<file path="src/sv/cqd_pkg.sv">
// Package: shared constants and helpers of the CSV quote-aware deframer.
`default_nettype none
package cqd_pkg;

	localparam int COUNT_WIDTH = 32;
	localparam int OUT_COUNT_WIDTH = 32;
	localparam int ADDR_WIDTH = 3;

	localparam logic [7:0] BYTE_CR = 8'h0D;
	localparam logic [7:0] BYTE_LF = 8'h0A;
	localparam logic [7:0] DELIM_RESET = 8'h2C;
	localparam logic [7:0] QUOTE_RESET = 8'h22;

	typedef logic [COUNT_WIDTH-1:0] count_t;
	typedef logic [OUT_COUNT_WIDTH-1:0] out_count_t;

	typedef enum logic {
		REG_DELIM = 1'b0,
		REG_QUOTE = 1'b1
	} reg_idx_t;

	function automatic count_t sat_inc(input count_t v);
		return (v == {COUNT_WIDTH{1'b1}}) ? v : count_t'(v + count_t'(1));
	endfunction

	// clamp a counter to the output width
	function automatic out_count_t out_count(input count_t v);
		logic [63:0] w;
		w = 64'(v);
		return (w > 64'(out_count_t'('1))) ? out_count_t'('1) : out_count_t'(w);
	endfunction

endpackage
`default_nettype wire

</file>
<file path="src/sv/cqd_if.sv">
// Interfaces: raw byte channel and classified byte channel.
`default_nettype none
interface cqd_byte_if;
	logic       valid;
	logic       ready;
	logic [7:0] data_byte;
	logic       flush;

	modport source (output valid, data_byte, flush, input ready);
	modport sink   (input valid, data_byte, flush, output ready);
endinterface

interface cqd_class_if;
	logic        valid;
	logic        ready;
	logic [7:0]  out_byte;
	logic        byte_valid;
	logic        keep;
	logic        field_end;
	logic        record_end;
	logic        last;
	logic [31:0] field_count;
	logic [31:0] record_count;

	modport source (output valid, out_byte, byte_valid, keep, field_end, record_end, last,
		field_count, record_count, input ready);
	modport sink   (input valid, out_byte, byte_valid, keep, field_end, record_end, last,
		field_count, record_count, output ready);
endinterface
`default_nettype wire

</file>
<file path="src/sv/csv_quote_aware_deframer.sv">
// Top level: CSV quote-aware deframer.
//
// csv carries raw CSV bytes with a flush flag marking end of input; cls carries
// one classification per byte (keep/delete, field and record ends, running
// counts). Each byte is reported one transaction late, when the following byte
// arrives, since a closing quote is resolved by its successor. The first byte
// of a stream gives no result; a flush transaction always gives exactly one
// result with last set, and clears the stream state and counts.
// A transaction on csv produces its result in the cls register at the next
// clock edge; one byte per cycle is sustained while cls is ready. The single
// per-byte state update (quote tracking, counters) sets that rate.
// If cls stalls, csv.ready stays high only when the result register is free
// or being emptied in the same cycle; nothing is dropped.
// Reset (arst_n low) clears the stream state, counts and output valid, and sets
// delimiter to comma, quote to double quote. The user writes delimiter
// (address 0) and quote (address 4) over APB only while idle; it goes unchecked.
`default_nettype none
module csv_quote_aware_deframer (
	input  wire logic                          clk,
	input  wire logic                          arst_n,
	input  wire logic                          psel,
	input  wire logic                          penable,
	input  wire logic                          pwrite,
	input  wire logic [cqd_pkg::ADDR_WIDTH-1:0] paddr,
	input  wire logic [31:0]                   pwdata,
	output logic [31:0]                        prdata,
	output logic                               pready,
	cqd_byte_if.sink                           csv,
	cqd_class_if.source                        cls
);
	import cqd_pkg::*;

	logic [7:0] delim_q;
	logic [7:0] quote_q;

	logic       inside_q;
	logic       pending_q;
	logic [7:0] held_byte_q;
	logic       held_valid_q;
	count_t     field_total_q;
	count_t     record_total_q;

	logic       out_valid_q;
	logic [7:0] out_byte_q;
	logic       byte_valid_q;
	logic       keep_q;
	logic       field_end_q;
	logic       record_end_q;
	logic       last_q;
	out_count_t field_count_q;
	out_count_t record_count_q;

	logic     cfg_wr;
	reg_idx_t cfg_idx;
	logic     accept;
	logic     produce;
	logic     next_quote;
	logic     h_quote, h_delim, h_lf, h_cr;
	logic     c_keep, c_fend, c_rend, c_inside, c_pending;
	count_t   c_field, c_record;

	// APB
	assign pready  = 1'b1;
	assign cfg_wr  = psel && penable && pwrite && pready;
	assign cfg_idx = reg_idx_t'(paddr[2]);

	always_comb begin
		case (cfg_idx)
			REG_DELIM: prdata = {24'b0, delim_q};
			REG_QUOTE: prdata = {24'b0, quote_q};
			default:   prdata = '0;
		endcase
	end

	always_ff @(posedge clk or negedge arst_n) begin
		if (!arst_n) begin
			delim_q <= DELIM_RESET;
			quote_q <= QUOTE_RESET;
		end else if (cfg_wr) begin
			case (cfg_idx)
				REG_DELIM: delim_q <= pwdata[7:0];
				REG_QUOTE: quote_q <= pwdata[7:0];
				default: ;
			endcase
		end
	end

	// classify the held byte
	assign csv.ready  = !out_valid_q || cls.ready;
	assign accept     = csv.valid && csv.ready;
	assign produce    = csv.flush || held_valid_q;
	assign next_quote = !csv.flush && (csv.data_byte == quote_q);

	assign h_quote = (held_byte_q == quote_q);
	assign h_delim = (held_byte_q == delim_q);
	assign h_lf    = (held_byte_q == BYTE_LF);
	assign h_cr    = (held_byte_q == BYTE_CR);

	always_comb begin
		c_inside  = inside_q;
		c_pending = 1'b0;
		c_fend    = 1'b0;
		c_rend    = 1'b0;
		if (h_quote) begin
			if (!inside_q) begin
				c_keep   = pending_q;
				c_inside = 1'b1;
			end else begin
				c_keep    = 1'b0;
				c_inside  = 1'b0;
				c_pending = next_quote;
			end
		end else begin
			c_keep = !h_cr && !(h_delim && !inside_q);
			c_fend = (h_delim || h_lf) && !inside_q;
			c_rend = h_lf && !inside_q;
		end
		c_field  = c_fend ? sat_inc(field_total_q) : field_total_q;
		c_record = c_rend ? sat_inc(record_total_q) : record_total_q;
	end

	// stream state
	always_ff @(posedge clk or negedge arst_n) begin
		if (!arst_n) begin
			inside_q       <= 1'b0;
			pending_q      <= 1'b0;
			held_valid_q   <= 1'b0;
			field_total_q  <= '0;
			record_total_q <= '0;
		end else if (accept) begin
			if (csv.flush) begin
				inside_q       <= 1'b0;
				pending_q      <= 1'b0;
				held_valid_q   <= 1'b0;
				field_total_q  <= '0;
				record_total_q <= '0;
			end else begin
				held_valid_q <= 1'b1;
				if (held_valid_q) begin
					inside_q       <= c_inside;
					pending_q      <= c_pending;
					field_total_q  <= c_field;
					record_total_q <= c_record;
				end
			end
		end
	end

	always_ff @(posedge clk) begin
		if (accept && !csv.flush)
			held_byte_q <= csv.data_byte;
	end

	// result register
	always_ff @(posedge clk or negedge arst_n) begin
		if (!arst_n)
			out_valid_q <= 1'b0;
		else if (accept)
			out_valid_q <= produce;
		else if (cls.ready)
			out_valid_q <= 1'b0;
	end

	always_ff @(posedge clk) begin
		if (accept && produce) begin
			last_q         <= csv.flush;
			byte_valid_q   <= held_valid_q;
			out_byte_q     <= held_valid_q ? held_byte_q : 8'h00;
			keep_q         <= held_valid_q && c_keep;
			field_end_q    <= held_valid_q && c_fend;
			record_end_q   <= held_valid_q && c_rend;
			field_count_q  <= out_count(held_valid_q ? c_field : field_total_q);
			record_count_q <= out_count(held_valid_q ? c_record : record_total_q);
		end
	end

	assign cls.valid        = out_valid_q;
	assign cls.out_byte     = out_byte_q;
	assign cls.byte_valid   = byte_valid_q;
	assign cls.keep         = keep_q;
	assign cls.field_end    = field_end_q;
	assign cls.record_end   = record_end_q;
	assign cls.last         = last_q;
	assign cls.field_count  = field_count_q;
	assign cls.record_count = record_count_q;

	a_flush_clears: assert property (@(posedge clk) disable iff (!arst_n)
		accept && csv.flush |=> !held_valid_q && field_total_q == '0 && !inside_q)
		else $error("flush did not clear stream state");

	a_byte_held: assert property (@(posedge clk) disable iff (!arst_n)
		accept && !csv.flush |=> held_valid_q)
		else $error("accepted byte not held");

	a_counts_order: assert property (@(posedge clk) disable iff (!arst_n)
		record_total_q <= field_total_q)
		else $error("record count exceeds field count");

	a_empty_flush: assert property (@(posedge clk) disable iff (!arst_n)
		cls.valid && !cls.byte_valid |-> cls.last && !cls.keep && !cls.field_end)
		else $error("byteless result that is not an empty flush");

endmodule
`default_nettype wire

</file>
<file path="src/flat_wrapper.sv">
// flat-port wrapper written by rule: the top's interface ports become plain ports
module csv_quote_aware_deframer_flat import cqd_pkg::*;
  (clk, arst_n, psel, penable, pwrite, paddr, pwdata, prdata, pready, csv_valid, csv_data_byte, csv_flush, csv_ready, cls_valid, cls_out_byte, cls_byte_valid, cls_keep, cls_field_end, cls_record_end, cls_last, cls_field_count, cls_record_count, cls_ready);
  cqd_byte_if csv_i ();
  cqd_class_if cls_i ();
  input  wire logic clk;
  input  wire logic arst_n;
  input  wire logic psel;
  input  wire logic penable;
  input  wire logic pwrite;
  input  wire logic [cqd_pkg::ADDR_WIDTH-1:0] paddr;
  input  wire logic [31:0] pwdata;
  output logic [31:0] prdata;
  output logic pready;
  input wire logic [$bits(csv_i.valid)-1:0] csv_valid;
  input wire logic [$bits(csv_i.data_byte)-1:0] csv_data_byte;
  input wire logic [$bits(csv_i.flush)-1:0] csv_flush;
  output wire logic [$bits(csv_i.ready)-1:0] csv_ready;
  output wire logic [$bits(cls_i.valid)-1:0] cls_valid;
  output wire logic [$bits(cls_i.out_byte)-1:0] cls_out_byte;
  output wire logic [$bits(cls_i.byte_valid)-1:0] cls_byte_valid;
  output wire logic [$bits(cls_i.keep)-1:0] cls_keep;
  output wire logic [$bits(cls_i.field_end)-1:0] cls_field_end;
  output wire logic [$bits(cls_i.record_end)-1:0] cls_record_end;
  output wire logic [$bits(cls_i.last)-1:0] cls_last;
  output wire logic [$bits(cls_i.field_count)-1:0] cls_field_count;
  output wire logic [$bits(cls_i.record_count)-1:0] cls_record_count;
  input wire logic [$bits(cls_i.ready)-1:0] cls_ready;
  assign csv_i.valid = csv_valid;
  assign csv_i.data_byte = csv_data_byte;
  assign csv_i.flush = csv_flush;
  assign csv_ready = csv_i.ready;
  assign cls_valid = cls_i.valid;
  assign cls_out_byte = cls_i.out_byte;
  assign cls_byte_valid = cls_i.byte_valid;
  assign cls_keep = cls_i.keep;
  assign cls_field_end = cls_i.field_end;
  assign cls_record_end = cls_i.record_end;
  assign cls_last = cls_i.last;
  assign cls_field_count = cls_i.field_count;
  assign cls_record_count = cls_i.record_count;
  assign cls_i.ready = cls_ready;
  csv_quote_aware_deframer u_core (.clk(clk), .arst_n(arst_n), .psel(psel), .penable(penable), .pwrite(pwrite), .paddr(paddr), .pwdata(pwdata), .prdata(prdata), .pready(pready), .csv(csv_i), .cls(cls_i));
endmodule
</file>
<file path="config.mk">
export PLATFORM = sky130hd
export DESIGN_NAME = csv_quote_aware_deframer_flat
export DESIGN_NICKNAME = d
export VERILOG_FILES = /design/src/sv/cqd_pkg.sv /design/src/sv/cqd_if.sv /design/src/sv/csv_quote_aware_deframer.sv /design/src/flat_wrapper.sv
export SDC_FILE = /design/constraint.sdc
export NUM_CORES = 1
export LEC_CHECK = 0
export BUFFER_PORTS_ARGS = -buffer_cell sky130_fd_sc_hd__buf_2
export CORE_MARGIN = 1.5
export CORE_UTILIZATION = 55
export DETAILED_ROUTE_END_ITERATION = 10
export PLACE_DENSITY = 0.84
export SLEW_MARGIN = 40
export SYNTH_ARGS = -nofsm -noshare
export SYNTH_HDL_FRONTEND = slang
export SYNTH_SLANG_ARGS = --single-unit
</file>
<file path="constraint.sdc">
create_clock -name clk -period 5.85 [get_ports clk]
set_input_delay 0.585 -clock clk [delete_from_list [all_inputs] [get_ports clk]]
set_output_delay 0.585 -clock clk [all_outputs]
set_load 0.1 [all_outputs]
</file>
After elaboration in Yosys (flattened, before gate mapping)
Cells that the tools add are included.

storage, ports and cells
  register bits after elaboration = 169
  bits in latches = 0
  bits in writable memories = 0
  ROM bits = 0
  input bits = 51
  output and inout port bits = 112
  word-level logic and storage cells = 79
  memories kept = 0

cells by class
  add/sub/neg operators = 2
  multiply operators = 0
  div/mod/pow operators = 0
  order comparisons = 0
  equality and inequality tests = 7
  shifts and indexed selects = 0
  muxes and demuxes = 24
  bitwise operators = 1
  reduce and logical (&&, ||, !) cells = 28

operator list
  operator                                                                number
  32-bit 2-to-1 mux                                                       8
  32-bit by 1-bit adder with 32-bit output (second input constant)        2
  32-bit equality test (second input constant)                            2
  32-bit case mux with 2 select lines                                     1
  8-bit equality test                                                     3
  8-bit by 4-bit equality test with 1-bit output (second input constant)  2
  1-bit 2-to-1 mux                                                        15
  1-bit logical AND                                                       13
  2-bit AND reduction                                                     3
  2-bit nonzero test                                                      3
  1-bit logical NOT                                                       5
  1-bit logical OR                                                        3
  3-bit AND reduction                                                     1
  1-bit inverter                                                          1

Longest topological paths before layout
  depth in word-level cells = 7
  mapped depth = 10
  mapped depth without buffers = 8

Worst setup path after synthesis
Ideal clock, no wire load.

  path kind = reg2reg
  from = register u_core.out_valid_q, in the netlist u_core.cls.valid
  to = register u_core.byte_valid_q, in the netlist u_core.cls.byte_valid, enable pin
  library setup time = 0.513 ns
  data arrival time = 5.582 ns
  required time = 5.337 ns
  slack = -0.244 ns
  cell stages (with the launch flop) = 6
  path buffers = 2
  clock period less this slack = 6.094 ns
  cells stage by stage = dfrtp_1 nand2b_1 nand2_1 clkbuf_1 clkbuf_1 nor2_1

between the ends
  cells in the longest elaborated chain, start to end = 4

RTL lines
  element                 RTL line                         source
  from (decl)             csv_quote_aware_deframer.sv:43   logic out_valid_q;
  from (signal assigned)  csv_quote_aware_deframer.sv:159  out_valid_q <= produce;
  1-bit logical NOT       csv_quote_aware_deframer.sv:89   assign csv.ready = !out_valid_q || cls.ready;
  1-bit logical OR        csv_quote_aware_deframer.sv:89
  net csv_ready           flat_wrapper.sv:18               output wire logic [$bits(csv_i.ready)-1:0] csv_ready;
  1-bit logical AND       csv_quote_aware_deframer.sv:90   assign accept = csv.valid && csv.ready;
  1-bit logical AND       csv_quote_aware_deframer.sv:165  if (accept && produce) begin
  to (signal assigned)    csv_quote_aware_deframer.sv:167  byte_valid_q <= held_valid_q;
  to (decl)               csv_quote_aware_deframer.sv:45   logic byte_valid_q;

The timed path passes the listed nets, and every way through them passes these cells.
A chain may end at the register's enable or synchronous reset.

Worst setup path in the final report
  from = register u_core.field_total_q[0]
  to = register u_core.field_count_q[13], in the netlist u_core.cls.field_count[13] (data pin)

between the ends
  cells in the longest elaborated chain, start to end = 4
  elaborated cells on any way between the ends = 5
  those cells by class = add/sub (1); eq/ne (1); mux (3)

RTL lines
  element                                                                           RTL line                         source
  from (decl)                                                                       csv_quote_aware_deframer.sv:40   count_t field_total_q;
  from (signal assigned)                                                            csv_quote_aware_deframer.sv:142  field_total_q <= c_field;
  32-bit by 1-bit adder with 32-bit output or 32-bit equality test (tied branches)  cqd_pkg.sv:23                    return (v == {COUNT_WIDTH{1'b1}}) ? v : count_t'(v + count_t'(1));
  32-bit 2-to-1 mux (*)                                                             cqd_pkg.sv:23
  32-bit 2-to-1 mux (*)                                                             csv_quote_aware_deframer.sv:118  c_field = c_fend ? sat_inc(field_total_q) : field_total_q;
  32-bit 2-to-1 mux (*)                                                             csv_quote_aware_deframer.sv:172  field_count_q <= out_count(held_valid_q ? c_field : field_total_q);
  to (signal assigned)                                                              csv_quote_aware_deframer.sv:172
  to (decl)                                                                         csv_quote_aware_deframer.sv:50   out_count_t field_count_q;

Mark *: on every way between the ends. The rest lies on a longest branch, timed or not.

==> key figures <==
Outcome
  – Status: complete, no violations

Placement
  – RePlAce Congestion: between 0.8 and 0.9
  – Port-buffer cells: between 100 and 150
  – Post-DP HPWL: 11.8 mm

Critical path
  – Setup CP Type: register to register
  – Cell family with most CP delay: simple AND/OR/NAND/NOR gates
  – CP Data Required Time: between 6 and 7 ns
  – Startpoint types: register
  – Kind of end point of the critical path: register
  – Crit path cell chain: ha_1, and4_1, nand4_1, or3_1, and2_1, nand3_1, xnor2_1
  – R2R Setup Slk: 2.79 ns
  – Max stage delay cell, worst path: or3_1
  – Worst EP arrival: around 3.2 ns
  – Critical Path Max Stage Delay: roughly 0.76 ns
  – Max FO, Critical Path: 16
  – Worst path bufs/invs: 0

Synthesis
  – Yosys warning count: 0
  – EDFF count, synth: 85
  – Yosys reg bits: 169
  – Post-synth cell types: 56
  – Syn Std Cell Area: 8560 um2
  – Fraction of registers with async set/reset: slightly below 50%
  – Ys flop type: edfxtp_1
  – Sequential area share after synthesis: a little over half
  – Syn_area_per_cell: approximately 11 um2
  – Cells after Synth: slightly below 800

Clock tree
  – CTS Sinks: 169
  – Clock latency at the later pin of the worst-skew pair: approximately 0.44 ns
  – Root buf cell: clkbuf_16
  – H-tree depth: 4
  – Post-CTS Resized: 0
  – CTS tree: yes
  – CTS clk-pin slew, worst paths: roughly 0.07 ns
  – Clock Tree Buf Depth: 2
  – Setup Buffers After CTS: 0
  – Total CTS buffers: 17

GRT
  – Total congestion overflow: 0
  – Initial antenna violation count: 0
  – Number of global-route vias before repair: 6000
  – First-pass GRT wire length: ~30 mm
  – Total track usage: around a quarter
  – Pin count of the biggest net entering global routing: between 70 and 80

STA
  – RSZ-0062 raised after global routing: no
  – Slew margin rel.: a little under half
  – Actual slew at the worst max-slew pin: about 0.79 ns
  – Fin crit period: approximately 3.1 ns
  – Final setup vio count: 0
  – Setup_tns: 0 ns
  – Final slew viol count: 0
  – Tcrit/Tclk final: 52.4%
  – Final Hold Slack: 0.358 ns
  – Clk_skew: 0.0142 ns
  – Hold Fails Final Rpt: 0
  – FMAX: around 0.33 GHz

Flow run
  – Max cap viols: 0

Layout
  – Commonest non-fill, non-tap cell in the layout: buf_2
  – Fillers: about 1200
  – Most frequent cells in the layout: buf_2, edfxtp_1, dfrtp_1, nand2_1, xnor2_1
  – Ratio of cells with drive above 1 in the final layout: 22.2%
  – Area Overhead vs Synth: 14.4%
  – Fin nets: 922
  – # diodes: 0

Floorplan
  – Die Width: roughly 130 um
  – Die height: roughly 130 um
  – Placeable Area: ~15000 um2
  – Row count: between 40 and 50
  – Num ports: approximately 160
  – Initial core utilization: around 56%
  – Die area: 16300 um2

Power
  – PwrDens: 351 nW/um2
  – Max IR drop VDD: ~240 uV
  – Pleak: slightly below 4 nW

Drt
  – Drt via density: 5.98
  – Wirelength per Cell: between 15 and 20 um
  – First drt pass iteration count: 5
  – Post-DRT Antenna Nets: 0
  – DR iter-0 viols: ~620
  – Via Count: ~6400
  – Final WL: 18.3 mm
  – Post-route DRC: 0

Hold path
  – HP Class: primary input to register
## metal layers
metal  global-route usage, %  wire [um]  share of wire [%]  vias to the layer above
li1                        -          -                  -                     2990
met1                    31.5       8030                 44                     3160
met2                    38.0       8870                 49                      222
met3                    4.42       1080                5.9                       22
met4                    8.33        284                1.6                        0
met5                       0          0                  0                        -
## metrics by stage
step                      area, um2  worst slack, ns  instances  power [mW]  utilization [%]
after detailed placement       9150             2.85       1036        2.30             60.2
after floorplan                8640             1.05        799        2.18                -
after global placement         9130             2.88       1036        2.29             60.1
final                          9790             2.79       1070        3.44             64.4
after CTS                      9760             2.82       1069        3.44             64.2
after global routing           9790             2.59       1070        3.55             64.4
## registers in the layout, indices dropped and copies added (netlist names), 8 cells and up
| register | count |
|---|---|
| u_core.cls.record_count | 32 |
| u_core.record_total_q | 32 |
| u_core.field_total_q | 32 |
| u_core.quote_q | 8 |
| u_core.cls.field_count | 32 |
| u_core.cls.out_byte | 8 |
| u_core.delim_q | 8 |
| u_core.held_byte_q | 8 |
## cell usage after synthesis (all sizes together), types with 4 or more instances
master | n | area share [%]
a21oi | 20 | 1.2
a31oi | 15 | 1.1
a41oi | 6 | 0.61
and2 | 13 | 0.95
and3 | 12 | 0.88
and4 | 8 | 0.82
buf | 44 | 3.3
clkbuf | 26 | 1.1
dfrtp | 79 | 23
dfstp | 5 | 1.5
edfxtp | 85 | 30
inv | 19 | 0.83
mux2 | 25 | 3.3
nand2 | 76 | 3.4
nand3 | 30 | 1.8
nand4 | 18 | 1.5
nor2 | 33 | 1.4
nor3 | 11 | 0.70
nor4 | 8 | 0.83
o21ai | 50 | 3.0
o311ai | 14 | 1.4
o31ai | 34 | 3.0
o41ai | 4 | 0.41
or3 | 10 | 0.73
or4 | 13 | 1.1
xnor2 | 68 | 7.0
xor2 | 18 | 1.8
## worst reg2reg max path, delay by kind of cell (launching register included)
kind / cells / cell delay [ns]
adder cells (fa/ha/maj): 1 / 0.24
XOR/XNOR: 1 / 0.08
flip-flops: 1 / 0.45
AND/OR/NAND/NOR: 5 / 2.05
## area by class of cell
cell class	instances	area (um2)	share of cell area [%]
Timing Repair Buffer	121	659	6.74
Sequential cell	169	4660	47.6
Inverter	21	78.8	0.806
Clock buffer	18	429	4.39
Clock inverter	14	171	1.75
Multi-Input combinational cell	539	3550	36.3
Tap cell	188	235	2.40
## what timing repair did
action,CTS,global route
hold endpoints to repair,9,0
endpoints found under the setup margin,0,0
hold buffers,1,0
## power breakdown
group	internal (mW)	switching, mW
registers	1.38	0.0890
logic	0.157	0.669
clock network	0.673	0.472
## logic make-up after synthesis
| family | after synthesis | share of synthesized area, % |
|---|---|---|
| AO/OA/AOI/OAI | 154 | 12.0 |
| XOR/XNOR | 86 | 8.80 |
| adder cells (fa/ha/maj) | 2 | 0.292 |
| buffers and inverters | 91 | 5.34 |
| flip-flops | 169 | 54.5 |
| multiplexers | 26 | 3.41 |
| other | 2 | 0.0878 |
| AND/OR/NAND/NOR | 246 | 15.6 |
## path summary, 6_finish.rpt
check | endpoint | cells after the start | startpoint
worst max-delay path | u_core.cls.field_count[13] | 7 | u_core.field_total_q[0]
worst min-delay path | u_core.held_byte_q[0] | 1 | csv_data_byte[0]
worst max register to register | u_core.cls.field_count[13] | 7 | u_core.field_total_q[0]
worst min register to register | u_core.pending_q | 2 | u_core.pending_q
max in group asynchronous | u_core.field_total_q[12] | 3 | arst_n
min in group asynchronous | u_core.record_total_q[28] | 2 | arst_n
(Power assumes the default switching activity.)
